[src/rtl/voq_pkg.sv]
// Shared types, constants and the facing table of the vector orientation quantiser.
package voq_pkg;

    localparam int COORD_WIDTH = 16;
    // Magnitude of a delta; |src - dst| never exceeds 2**COORD_WIDTH - 1.
    localparam int MAG_W = COORD_WIDTH;
    localparam int SQ_W = 2 * MAG_W;
    // Sum of two squares, padded to an even width for the two-bit root steps.
    localparam int SUM_W = 2 * MAG_W + 2;
    localparam int ROOT_W = SUM_W / 2;

    localparam int DIST_HALVE_ABOVE = 3;

    // Queue between the front and back parts; the depth must be a power of two.
    localparam int FIFO_DEPTH = 4;
    localparam int PTR_W = $clog2(FIFO_DEPTH);
    localparam int CNT_W = $clog2(FIFO_DEPTH + 1);

    // Most transactions that can be held inside the block at once:
    // front register, queue, square and sum stages, root stages, divisor stage
    // and output register.
    localparam int CAPACITY = 1 + FIFO_DEPTH + 2 + ROOT_W + 2;
    localparam int PEND_W = $clog2(CAPACITY + 1) + 1;

    localparam int TABLE_COLS = 5;
    localparam int TABLE_SIZE = TABLE_COLS * TABLE_COLS;
    localparam int IDX_W = $clog2(TABLE_SIZE);
    localparam int QIDX_W = 3;
    localparam logic [QIDX_W-1:0] QIDX_CENTRE = 3'd2;

    localparam logic [3:0] FACING_TABLE [TABLE_SIZE] = '{
        4'd6, 4'd7, 4'd8, 4'd9,  4'd10,
        4'd5, 4'd6, 4'd8, 4'd10, 4'd11,
        4'd4, 4'd4, 4'd0, 4'd12, 4'd12,
        4'd3, 4'd2, 4'd0, 4'd14, 4'd13,
        4'd2, 4'd1, 4'd0, 4'd15, 4'd14
    };

    // One classified item as it travels through the queue.
    typedef struct packed {
        logic [MAG_W-1:0] mag_x;
        logic [MAG_W-1:0] mag_y;
        logic             neg_x;
        logic             neg_y;
    } voq_entry_t;

    function automatic logic [3:0] facing_lookup(input logic [IDX_W-1:0] idx);
        logic [3:0] code;
        if (idx < IDX_W'(TABLE_SIZE))
            code = FACING_TABLE[idx];
        else
            code = '0;
        return code;
    endfunction

endpackage

[src/rtl/voq_front.sv]
// Front part: takes point pairs and reduces them to delta magnitudes and signs.
module voq_front
(
    input  logic                                   clk,
    input  logic                                   rst_n,
    input  logic                                   in_valid,
    output logic                                   in_ready,
    input  logic signed [voq_pkg::COORD_WIDTH-1:0] src_x,
    input  logic signed [voq_pkg::COORD_WIDTH-1:0] src_y,
    input  logic signed [voq_pkg::COORD_WIDTH-1:0] dst_x,
    input  logic signed [voq_pkg::COORD_WIDTH-1:0] dst_y,
    output logic                                   push_valid,
    input  logic                                   push_ready,
    output voq_pkg::voq_entry_t                    push_entry
);
    import voq_pkg::*;

    logic             valid_reg;
    logic             valid_next;
    voq_entry_t       entry_reg;
    voq_entry_t       entry_next;
    logic [MAG_W:0]   dx;
    logic [MAG_W:0]   dy;
    logic             take;

    assign in_ready = !valid_reg || push_ready;
    assign take = in_valid && in_ready;

    always_comb
    begin
        dx = {src_x[COORD_WIDTH-1], src_x} - {dst_x[COORD_WIDTH-1], dst_x};
        dy = {src_y[COORD_WIDTH-1], src_y} - {dst_y[COORD_WIDTH-1], dst_y};
        entry_next.neg_x = dx[MAG_W];
        entry_next.neg_y = dy[MAG_W];
        entry_next.mag_x = dx[MAG_W] ? MAG_W'(-dx) : MAG_W'(dx);
        entry_next.mag_y = dy[MAG_W] ? MAG_W'(-dy) : MAG_W'(dy);
        if (take)
            valid_next = 1'b1;
        else if (push_ready)
            valid_next = 1'b0;
        else
            valid_next = valid_reg;
    end

    always_ff @(posedge clk or negedge rst_n)
    begin
        if (!rst_n)
            valid_reg <= 1'b0;
        else
            valid_reg <= valid_next;
    end

    always_ff @(posedge clk)
    begin
        if (take)
            entry_reg <= entry_next;
    end

    assign push_valid = valid_reg;
    assign push_entry = entry_reg;

endmodule

[src/rtl/voq_fifo.sv]
// Short register queue that decouples the front part from the back part.
module voq_fifo
(
    input  logic                clk,
    input  logic                rst_n,
    input  logic                push_valid,
    output logic                push_ready,
    input  voq_pkg::voq_entry_t push_entry,
    output logic                pop_valid,
    input  logic                pop_ready,
    output voq_pkg::voq_entry_t pop_entry
);
    import voq_pkg::*;

    voq_entry_t       mem_reg [FIFO_DEPTH];
    logic [PTR_W-1:0] wr_ptr_reg;
    logic [PTR_W-1:0] wr_ptr_next;
    logic [PTR_W-1:0] rd_ptr_reg;
    logic [PTR_W-1:0] rd_ptr_next;
    logic [CNT_W-1:0] count_reg;
    logic [CNT_W-1:0] count_next;
    logic             push;
    logic             pop;

    assign push_ready = (count_reg != CNT_W'(FIFO_DEPTH));
    assign pop_valid = (count_reg != '0);
    assign push = push_valid && push_ready;
    assign pop = pop_valid && pop_ready;
    assign pop_entry = mem_reg[rd_ptr_reg];

    always_comb
    begin
        wr_ptr_next = push ? wr_ptr_reg + PTR_W'(1) : wr_ptr_reg;
        rd_ptr_next = pop ? rd_ptr_reg + PTR_W'(1) : rd_ptr_reg;
        unique case ({push, pop})
            2'b10:   count_next = count_reg + CNT_W'(1);
            2'b01:   count_next = count_reg - CNT_W'(1);
            default: count_next = count_reg;
        endcase
    end

    always_ff @(posedge clk or negedge rst_n)
    begin
        if (!rst_n)
        begin
            wr_ptr_reg <= '0;
            rd_ptr_reg <= '0;
            count_reg <= '0;
        end
        else
        begin
            wr_ptr_reg <= wr_ptr_next;
            rd_ptr_reg <= rd_ptr_next;
            count_reg <= count_next;
        end
    end

    always_ff @(posedge clk)
    begin
        if (push)
            mem_reg[wr_ptr_reg] <= push_entry;
    end

endmodule

[src/rtl/voq_back.sv]
// Back part: squares, integer square root, divisor, quotients and table lookup.
module voq_back
(
    input  logic                clk,
    input  logic                rst_n,
    input  logic                pop_valid,
    output logic                pop_ready,
    input  voq_pkg::voq_entry_t pop_entry,
    output logic                out_valid,
    input  logic                out_ready,
    output logic [3:0]          orientation
);
    import voq_pkg::*;

    typedef struct packed {
        logic [ROOT_W:0]   rem;
        logic [ROOT_W-1:0] root;
        logic [SUM_W-1:0]  rad;
        logic [MAG_W-1:0]  mag_x;
        logic [MAG_W-1:0]  mag_y;
        logic              neg_x;
        logic              neg_y;
    } sq_stage_t;

    logic adv;

    // Square stage.
    logic             s1_valid_reg;
    logic [SQ_W-1:0]  s1_sqx_reg;
    logic [SQ_W-1:0]  s1_sqy_reg;
    voq_entry_t       s1_entry_reg;

    // Sum stage.
    logic             s2_valid_reg;
    logic [SUM_W-1:0] s2_sum_reg;
    voq_entry_t       s2_entry_reg;

    // Root stages, one result bit each.
    logic [ROOT_W-1:0] sq_valid_reg;
    logic [ROOT_W-1:0] sq_valid_next;
    sq_stage_t         sq_reg [ROOT_W];
    sq_stage_t         sq_next [ROOT_W];

    // Divisor stage.
    logic              dv_valid_reg;
    logic              dv_zero_reg;
    logic [ROOT_W-1:0] dv_div_reg;
    logic [MAG_W-1:0]  dv_mag_x_reg;
    logic [MAG_W-1:0]  dv_mag_y_reg;
    logic              dv_neg_x_reg;
    logic              dv_neg_y_reg;
    logic [ROOT_W-1:0] div_next;

    // Output register.
    logic              out_valid_reg;
    logic [3:0]        orientation_reg;
    logic [3:0]        orientation_next;

    logic [ROOT_W:0]   twice_div;
    logic [1:0]        qx_mag;
    logic [1:0]        qy_mag;
    logic [QIDX_W-1:0] col;
    logic [QIDX_W-1:0] row;
    logic [IDX_W-1:0]  idx;

    // The whole pipe moves whenever the output register can take a value.
    assign adv = !out_valid_reg || out_ready;
    assign pop_ready = adv;

    always_ff @(posedge clk or negedge rst_n)
    begin
        if (!rst_n)
        begin
            s1_valid_reg <= 1'b0;
            s2_valid_reg <= 1'b0;
            sq_valid_reg <= '0;
            dv_valid_reg <= 1'b0;
            out_valid_reg <= 1'b0;
        end
        else if (adv)
        begin
            s1_valid_reg <= pop_valid;
            s2_valid_reg <= s1_valid_reg;
            sq_valid_reg <= sq_valid_next;
            dv_valid_reg <= sq_valid_reg[ROOT_W-1];
            out_valid_reg <= dv_valid_reg;
        end
    end

    always_ff @(posedge clk)
    begin
        if (adv)
        begin
            s1_sqx_reg <= SQ_W'(pop_entry.mag_x) * SQ_W'(pop_entry.mag_x);
            s1_sqy_reg <= SQ_W'(pop_entry.mag_y) * SQ_W'(pop_entry.mag_y);
            s1_entry_reg <= pop_entry;
            s2_sum_reg <= SUM_W'(s1_sqx_reg) + SUM_W'(s1_sqy_reg);
            s2_entry_reg <= s1_entry_reg;
        end
    end

    // Digit-by-digit root: each stage brings in two radicand bits.
    always_comb
    begin
        sq_stage_t          src;
        logic [ROOT_W+2:0]  rem_sh;
        logic [ROOT_W+2:0]  trial;
        sq_valid_next = {sq_valid_reg[ROOT_W-2:0], s2_valid_reg};
        for (int k = 0; k < ROOT_W; k++)
        begin
            if (k == 0)
            begin
                src.rem = '0;
                src.root = '0;
                src.rad = s2_sum_reg;
                src.mag_x = s2_entry_reg.mag_x;
                src.mag_y = s2_entry_reg.mag_y;
                src.neg_x = s2_entry_reg.neg_x;
                src.neg_y = s2_entry_reg.neg_y;
            end
            else
            begin
                src = sq_reg[k-1];
            end
            rem_sh = {src.rem, src.rad[SUM_W-1 -: 2]};
            trial = (ROOT_W+3)'({src.root, 2'b01});
            sq_next[k] = src;
            sq_next[k].rad = {src.rad[SUM_W-3:0], 2'b00};
            if (rem_sh >= trial)
            begin
                sq_next[k].rem = (ROOT_W+1)'(rem_sh - trial);
                sq_next[k].root = {src.root[ROOT_W-2:0], 1'b1};
            end
            else
            begin
                sq_next[k].rem = (ROOT_W+1)'(rem_sh);
                sq_next[k].root = {src.root[ROOT_W-2:0], 1'b0};
            end
        end
    end

    always_ff @(posedge clk)
    begin
        if (adv)
        begin
            for (int k = 0; k < ROOT_W; k++)
                sq_reg[k] <= sq_next[k];
        end
    end

    always_comb
    begin
        if (sq_reg[ROOT_W-1].root > ROOT_W'(DIST_HALVE_ABOVE))
            div_next = sq_reg[ROOT_W-1].root >> 1;
        else
            div_next = sq_reg[ROOT_W-1].root;
    end

    always_ff @(posedge clk)
    begin
        if (adv)
        begin
            dv_zero_reg <= (sq_reg[ROOT_W-1].root == '0);
            dv_div_reg <= div_next;
            dv_mag_x_reg <= sq_reg[ROOT_W-1].mag_x;
            dv_mag_y_reg <= sq_reg[ROOT_W-1].mag_y;
            dv_neg_x_reg <= sq_reg[ROOT_W-1].neg_x;
            dv_neg_y_reg <= sq_reg[ROOT_W-1].neg_y;
        end
    end

    // Quotients are known to lie in 0..2 in magnitude, so two compares settle them.
    always_comb
    begin
        twice_div = {dv_div_reg, 1'b0};
        if ((ROOT_W+1)'(dv_mag_x_reg) >= twice_div)
            qx_mag = 2'd2;
        else if (ROOT_W'(dv_mag_x_reg) >= dv_div_reg)
            qx_mag = 2'd1;
        else
            qx_mag = 2'd0;
        if ((ROOT_W+1)'(dv_mag_y_reg) >= twice_div)
            qy_mag = 2'd2;
        else if (ROOT_W'(dv_mag_y_reg) >= dv_div_reg)
            qy_mag = 2'd1;
        else
            qy_mag = 2'd0;
        col = dv_neg_x_reg ? QIDX_CENTRE - QIDX_W'(qx_mag) : QIDX_CENTRE + QIDX_W'(qx_mag);
        row = dv_neg_y_reg ? QIDX_CENTRE - QIDX_W'(qy_mag) : QIDX_CENTRE + QIDX_W'(qy_mag);
        idx = IDX_W'(row) * IDX_W'(TABLE_COLS) + IDX_W'(col);
        orientation_next = dv_zero_reg ? 4'd0 : facing_lookup(idx);
    end

    always_ff @(posedge clk)
    begin
        if (adv)
            orientation_reg <= orientation_next;
    end

    assign out_valid = out_valid_reg;
    assign orientation = orientation_reg;

endmodule

[src/rtl/vector_orientation_quantizer.sv]
// Top level of the vector orientation quantiser: front part, queue and back part.
//
//  Channel | Handshake           | Payload
//  --------+---------------------+-----------------------------------------
//  in      | in_valid / in_ready | src_x, src_y, dst_x, dst_y (signed)
//  out     | out_valid/out_ready | orientation (4-bit facing code)
//
// One transaction is accepted per cycle while the queue has room, and one result
// leaves per cycle while the output is not stalled. Most of the path through the
// block is the square-root pipeline, which settles one root bit per stage.
// Reset is asynchronous and active low; it empties the queue and all stages.
// A stall on the output freezes the back part while the front part keeps
// accepting until the queue is full.
module vector_orientation_quantizer
(
    input  logic                                   clk,
    input  logic                                   rst_n,
    input  logic                                   in_valid,
    output logic                                   in_ready,
    input  logic signed [voq_pkg::COORD_WIDTH-1:0] src_x,
    input  logic signed [voq_pkg::COORD_WIDTH-1:0] src_y,
    input  logic signed [voq_pkg::COORD_WIDTH-1:0] dst_x,
    input  logic signed [voq_pkg::COORD_WIDTH-1:0] dst_y,
    output logic                                   out_valid,
    input  logic                                   out_ready,
    output logic [3:0]                             orientation
);
    import voq_pkg::*;

    // Front to queue.
    logic       push_valid;
    logic       push_ready;
    voq_entry_t push_entry;

    // Queue to back.
    logic       pop_valid;
    logic       pop_ready;
    voq_entry_t pop_entry;

    // The front part forms the deltas and splits each into sign and magnitude,
    // so the back part only ever works on unsigned values.
    voq_front u_front
    (
        .clk        (clk),
        .rst_n      (rst_n),
        .in_valid   (in_valid),
        .in_ready   (in_ready),
        .src_x      (src_x),
        .src_y      (src_y),
        .dst_x      (dst_x),
        .dst_y      (dst_y),
        .push_valid (push_valid),
        .push_ready (push_ready),
        .push_entry (push_entry)
    );

    // The queue absorbs the transactions in flight when the output stalls.
    voq_fifo u_fifo
    (
        .clk        (clk),
        .rst_n      (rst_n),
        .push_valid (push_valid),
        .push_ready (push_ready),
        .push_entry (push_entry),
        .pop_valid  (pop_valid),
        .pop_ready  (pop_ready),
        .pop_entry  (pop_entry)
    );

    // The back part computes the distance, halves it above three, derives
    // the truncated quotients by comparison and reads the facing table.
    voq_back u_back
    (
        .clk         (clk),
        .rst_n       (rst_n),
        .pop_valid   (pop_valid),
        .pop_ready   (pop_ready),
        .pop_entry   (pop_entry),
        .out_valid   (out_valid),
        .out_ready   (out_ready),
        .orientation (orientation)
    );

endmodule

[config.mk]
export PLATFORM = sky130hd
export DESIGN_NAME = vector_orientation_quantizer
export DESIGN_NICKNAME = d
export VERILOG_FILES = /design/src/rtl/voq_pkg.sv /design/src/rtl/voq_front.sv /design/src/rtl/voq_fifo.sv /design/src/rtl/voq_back.sv /design/src/rtl/vector_orientation_quantizer.sv
export SDC_FILE = /design/constraint.sdc
export NUM_CORES = 2
export LEC_CHECK = 0
export BUFFER_PORTS_ARGS = -buffer_cell sky130_fd_sc_hd__buf_2
export CORE_MARGIN = 2
export CORE_UTILIZATION = 55
export CTS_CLUSTER_DIAMETER = 30
export CTS_CLUSTER_SIZE = 40
export DETAILED_ROUTE_END_ITERATION = 8
export GPL_TIMING_DRIVEN = 1
export PLACE_DENSITY_LB_ADDON = 0.15
export SLEW_MARGIN = 20
export SYNTH_ARGS = -nofsm -noshare
export SYNTH_HDL_FRONTEND = slang
export SYNTH_HIERARCHICAL = 1
export SYNTH_SLANG_ARGS = --single-unit
export TNS_END_PERCENT = 5
[constraint.sdc]
create_clock -name clk -period 51.1 [get_ports clk]
set_input_delay 5.11 -clock clk [delete_from_list [all_inputs] [get_ports clk]]
set_output_delay 5.11 -clock clk [all_outputs]
set_load 0.01 [all_outputs]
* Word level (Yosys, flattened, before mapping)
Memories as Yosys holds them, arrays and structs flattened. A register that Yosys moved wholly into a read port is not among the register bits.
Index checks and enable logic that the tools add are counted.
** Word-level totals
- Input bits :: 68
- Logic and storage cells :: 141
- Memory bits (read-only) :: 128
- Flip-flop bits (word level) :: 281
- Bits in latches :: 0
- Output and inout port bits :: 6
- Memories kept :: 3
- Bits in writable memories :: 1853
** Cells by class
- Muxes and demuxes :: 33
- $mul :: 3
- $lt $le $gt $ge :: 23
- Add/subtract/negate cells :: 31
- Div/mod/pow operators :: 0
- Shift-type cells :: 0
- Bitwise logic cells :: 2
- Equal/unequal tests :: 3
- Reductions and logical operators :: 12
** Memory list
- u_back.sq_reg :: depth 17, width 101, read ports 17, clocked after memory_dff 0, write ports 17, RTL line voq_back.sv:41 : sq_stage_t sq_reg [ROOT_W];
- u_fifo.mem_reg :: depth 4, width 34, read ports 1, clocked after memory_dff 0, write ports 1, RTL line voq_fifo.sv:15 : voq_entry_t mem_reg [FIFO_DEPTH];
- (no name shown) :: depth 32, width 4, read ports 1, clocked after memory_dff 1, write ports 0, RTL line voq_pkg.sv:50 : code = FACING_TABLE[idx];
** Operators with widths (count)
- $mux 35 :: 17
- $ge 20x19->1 :: 16
- $sub 18x18->18 :: 16
- $mul 16x16->32 :: 2
- $mux 16 :: 3
- $ge 16x18->1 :: 2
- $ge 16x17->1 :: 2
- $sub 16x16->17 :: 2
- $add 32x32->33 :: 1
- $neg 16->16 :: 2
- $gt 17x2->1 const B :: 1
- $logic_not 17->1 :: 1
- $mux 1 :: 8
- $add 2x2->3 const A :: 2
- $mux 3 :: 2
- $not 5->6 :: 1
- $pmux 3 s2 :: 1
- $sub 2x2->3 const A :: 2
- $add 5x3->5 :: 1
- $lt 5x5->1 const B :: 1
- $mul 3x3->5 const B :: 1
- $add 2x1->2 const B :: 2
- $mux 2 :: 2
- $reduce_bool 2->1 :: 2
- 13 further kinds :: 17

* Depth between registers and ports, before layout
- Depth in word-level cells :: 10
- Depth in mapped cells :: 28
- Depth with buffers taken out :: 24

* Modules after synthesis
The synthesis kept the hierarchy.
** Modules (own cells, without submodules)
- voq_back :: area each 73934.7 sq um, cells each 5320, instances 1, sequential area each 45028.2 sq um
- voq_fifo :: area each 5327.6 sq um, cells each 215, instances 1, sequential area each 4259.1 sq um
- voq_front :: area each 3653.5 sq um, cells each 420, instances 1, sequential area each 1046.0 sq um

* Worst setup path before layout
OpenSTA, ideal clock, no wires.
- Path type :: input port to flip-flop
- From :: in out_ready
- To :: reg u_fifo.count_reg[2]
- Arrival time :: 50.954 ns
- Setup time :: 0.079 ns
- Slack :: 0.067 ns
- Required time :: 51.021 ns
- Stages on the path :: 9
- Path buffers :: 1
- Path through :: nand2b_1 > buf_1 > o31a_2 > ha_1 > inv_1 > fa_1 > xor2_1 > nor2_1 > xor2_1
** On the way
- Word-level cells in the longest chain between the ends :: 4
- Elaborated cells on any way between the ends :: 6
- Those cells by class :: 2 x eq/ne; 1 x mux; 3 x reduce/logical
** RTL lines
- start: declaration :: RTL line vector_orientation_quantizer.sv:25 : input logic out_ready,
- $logic_or 1x1->1 * :: RTL line voq_back.sv:67 : assign adv = !out_valid_reg || out_ready;
- via pop_ready :: RTL line vector_orientation_quantizer.sv:37 : logic pop_ready;
- $logic_and 1x1->1 * :: RTL line voq_fifo.sv:28 : assign pop = pop_valid && pop_ready;
- via u_fifo.pop :: RTL line voq_fifo.sv:23 : logic pop;
- $eq 2x1->1 or $eq 2x2->1 (tied branches) :: RTL line voq_fifo.sv:35 : unique case ({push, pop})
- $pmux 3 s2 or $reduce_bool 2->1 (tied branches)
- end signal: assignment :: RTL line voq_fifo.sv:54 : count_reg <= count_next;
- end: declaration :: RTL line voq_fifo.sv:20 : logic [CNT_W-1:0] count_reg;
Mark *: on every way through the listed nets, which the timed path passes. The rest lies on a longest branch.
A chain may end at the register's enable or synchronous reset.

==> impl_metrics.py <==
metrics = {
    "logic_synthesis": {
        "syn-cell-area_um2": 82900,
        "synth-edff-count": 1652,
        "async_reset_ff_share_pct": 1.73,
        "yosys_warnings": 6,
        "ys_seq_area_share_pct": 60.7,
        "syn_inst": 5955,
        "synth_seq_cells": 1681,
        "synth_flop_cell": "edfxtp_1",
        "synth_cell_types": 111,
        "syn_area_per_cell_um2": 13.9,
    },
    "route": {
        "via_count": 45300,
        "routed_wl_mm": 142,
        "initialDrtViolationCount": 2499,
        "drc": 0,
        "dr.pass1.iters": 7,
        "final_antenna_net_count": 0,
        "via_per_inst": 5.30,
        "wl_per_cell_um": 16.6,
    },
    "clock_tree": {
        "cts_root_buffer": "clkbuf_16",
        "hold_buffers": 0,
        "h-tree-depth": 5,
        "cts_setup_buffers": 0,
        "cts_sinks": 1681,
        "clk_latency_ps": 890,
        "clockBufferDepth": 4,
        "post_cts_resized": 0,
        "numCtsBuffers": 328,
        "clkTransAtPathRegs_ps": 50,
        "tritoncts": "done",
    },
    "sta": {
        "max_slew_margin_pct": 31.0,
        "finalHoldViolCount": 0,
        "tightest_slew_ps": 1040,
        "report.final.slew_viol_count": 0,
        "finalCritPeriodShare_pct": 17.0,
        "fin_skew_ps": 102,
        "fmax_ghz": 0.115,
        "rsz0062_at_grt": "false",
        "finalCriticalPeriod_ps": 8710,
        "setup_viol": 0,
        "setup_tns_ps": 0,
    },
    "floorplanning": {
        "start_util_pct": 55.4,
        "fp-row-count": 142,
        "dieArea_um2": 154000,
        "fp.dieW_um": 392,
        "ios": 74,
        "core_um2": 150000,
        "die_h_um": 392,
    },
    "layout": {
        "area.growth.synth_to_final_pct": 16.5,
        "fillCellCount": 10600,
        "drive_gt1_share_pct": 11.5,
        "largest_reg_flops": 1265,
        "num-nets-final": 7182,
    },
    "worst_setup_path": {
        "arrival_ps": 9170,
        "cp-start-kind": "input port",
        "critical_path_required_ps": 51560,
        "end_kind": "flop",
        "critPathMaxFanout": 195,
        "crit_type": "in -> reg",
    },
    "run_status": {
        "status": "finished, final reports clean",
    },
    "hold_path": {
        "hp-class": "reg -> reg",
    },
    "placement": {
        "hpwl_mm": 93.0,
        "gp_congestion": 0.884,
        "io_buffers": 73,
    },
    "job": {
        "maxCapViolCount": 0,
    },
    "grt": {
        "grt_use_total_pct": 18.8,
        "grt_pass1_wl_mm": 232,
        "grt-ovfl-total": 0,
        "grt_max_degree": 196,
        "antenna_found_initial": 2,
        "grt_pass1_vias": 46900,
    },
}
-- critical path, cell delays in order --
cell and delay, ps:
buf_2 80, nand2b_4 540, buf_4 760, buf_4 900, buf_12 730, buf_4 830
-- Yosys cell counts, drive strengths merged, types with 29 or more instances --
library cell / count / area, um2
a21o: 103 / 773
a21oi: 230 / 1160
and2: 109 / 684
buf: 29 / 151
clkbuf: 80 / 300
dfrtp: 29 / 726
edfxtp: 1652 / 49600
fa: 332 / 6650
ha: 509 / 6370
inv: 839 / 3150
mux2: 43 / 488
mux4: 34 / 766
nand2: 357 / 1340
nand2b: 41 / 257
nand3: 67 / 345
nand4: 42 / 263
nor2: 239 / 905
nor2b: 51 / 319
nor3: 96 / 497
nor4: 37 / 231
o21a: 62 / 465
o21ai: 204 / 1030
o31ai: 39 / 298
or3: 40 / 251
xnor2: 205 / 1800
xor2: 128 / 1120
-- routing by layer --
metal  wire length [um]  vias up  global-route usage, %
li1                   -    22000                      -
met1              58900    22100                   23.2
met2              73000      898                   32.7
met3               5340      303                   3.19
met4               4570        2                   7.72
met5                 13        -                      0
-- layout by cell type, fill, tap and decap left out, types with 38 or more instances in the layout --
master,count
nand2_1,357
o21ai_0,138
nand2b_1,40
buf_2,73
fa_1,332
nor2b_1,51
and2_1,108
xor2_1,128
or3_1,39
nand4_1,42
clkinv_2,38
nor3_1,94
a21o_1,103
o21a_1,62
bufinv_16,47
a21oi_1,228
o31ai_1,38
clkbuf_16,334
nor2_1,238
inv_1,834
nand3_1,65
o21ai_1,62
xnor2_1,205
ha_1,509
edfxtp_1,1652
-- path summary, 6_finish.rpt --
check	startpoint	end	slack, ps	cells past startpoint
setup / recovery	out_ready	u_back/sq_reg[0][1295]$_DFFE_PP_	42390	6
hold / removal	u_back/sq_reg[0][299]$_DFFE_PP_	u_back/sq_reg[0][398]$_DFFE_PP_	310	0
setup reg to reg	u_fifo/rd_ptr_reg[0]$_DFFE_PN0P_	u_back/s1_sqx_reg[29]$_DFFE_PP_	42930	25
hold reg to reg	u_back/sq_reg[0][299]$_DFFE_PP_	u_back/sq_reg[0][398]$_DFFE_PP_	310	0
max in group asynchronous	rst_n	u_fifo/rd_ptr_reg[0]$_DFFE_PN0P_	46180	1
min in group asynchronous	rst_n	u_back/dv_valid_reg$_DFFE_PN0P_	4330	1
-- cell families after synthesis --
group | synth area share, %
adders and majority gates | 15.7
and+or+nand+nor | 7.18
muxes | 1.69
AOI/OAI and AO/OA | 6.86
buffers and inverters | 4.34
other | 0.00452
DFF | 60.7
xor gates and xnor gates | 3.52
-- cell type report --
cell class	instances	area, um2	share of cell area (%)
Antenna cell	1	2.50	0.00259
Clock buffer	370	8540	8.84
Timing Repair Buffer	96	567	0.587
Multi-Input combinational cell	3327	29000	30.0
Inverter	839	3150	3.26
Tap cell	2016	2520	2.61
Clock inverter	210	2490	2.58
Sequential cell	1681	50300	52.1
-- per-stage QoR --
step	utilization (%)	hold WS (ps)	area, um2	std cells	worst slack [ps]
finish	64.5	313	96600	8540	42390
global route	64.5	305	96600	8540	41910
CTS	64.5	308	96600	8539	42390
detailed placement	57.1	405	85600	7959	41470
global placement	57.1	400	85600	7959	41560
floorplan	-	400	82900	5956	67.0
Power is not shown: default switching activity piles up to over one toggle a cycle in this logic, so the estimate is an artifact.
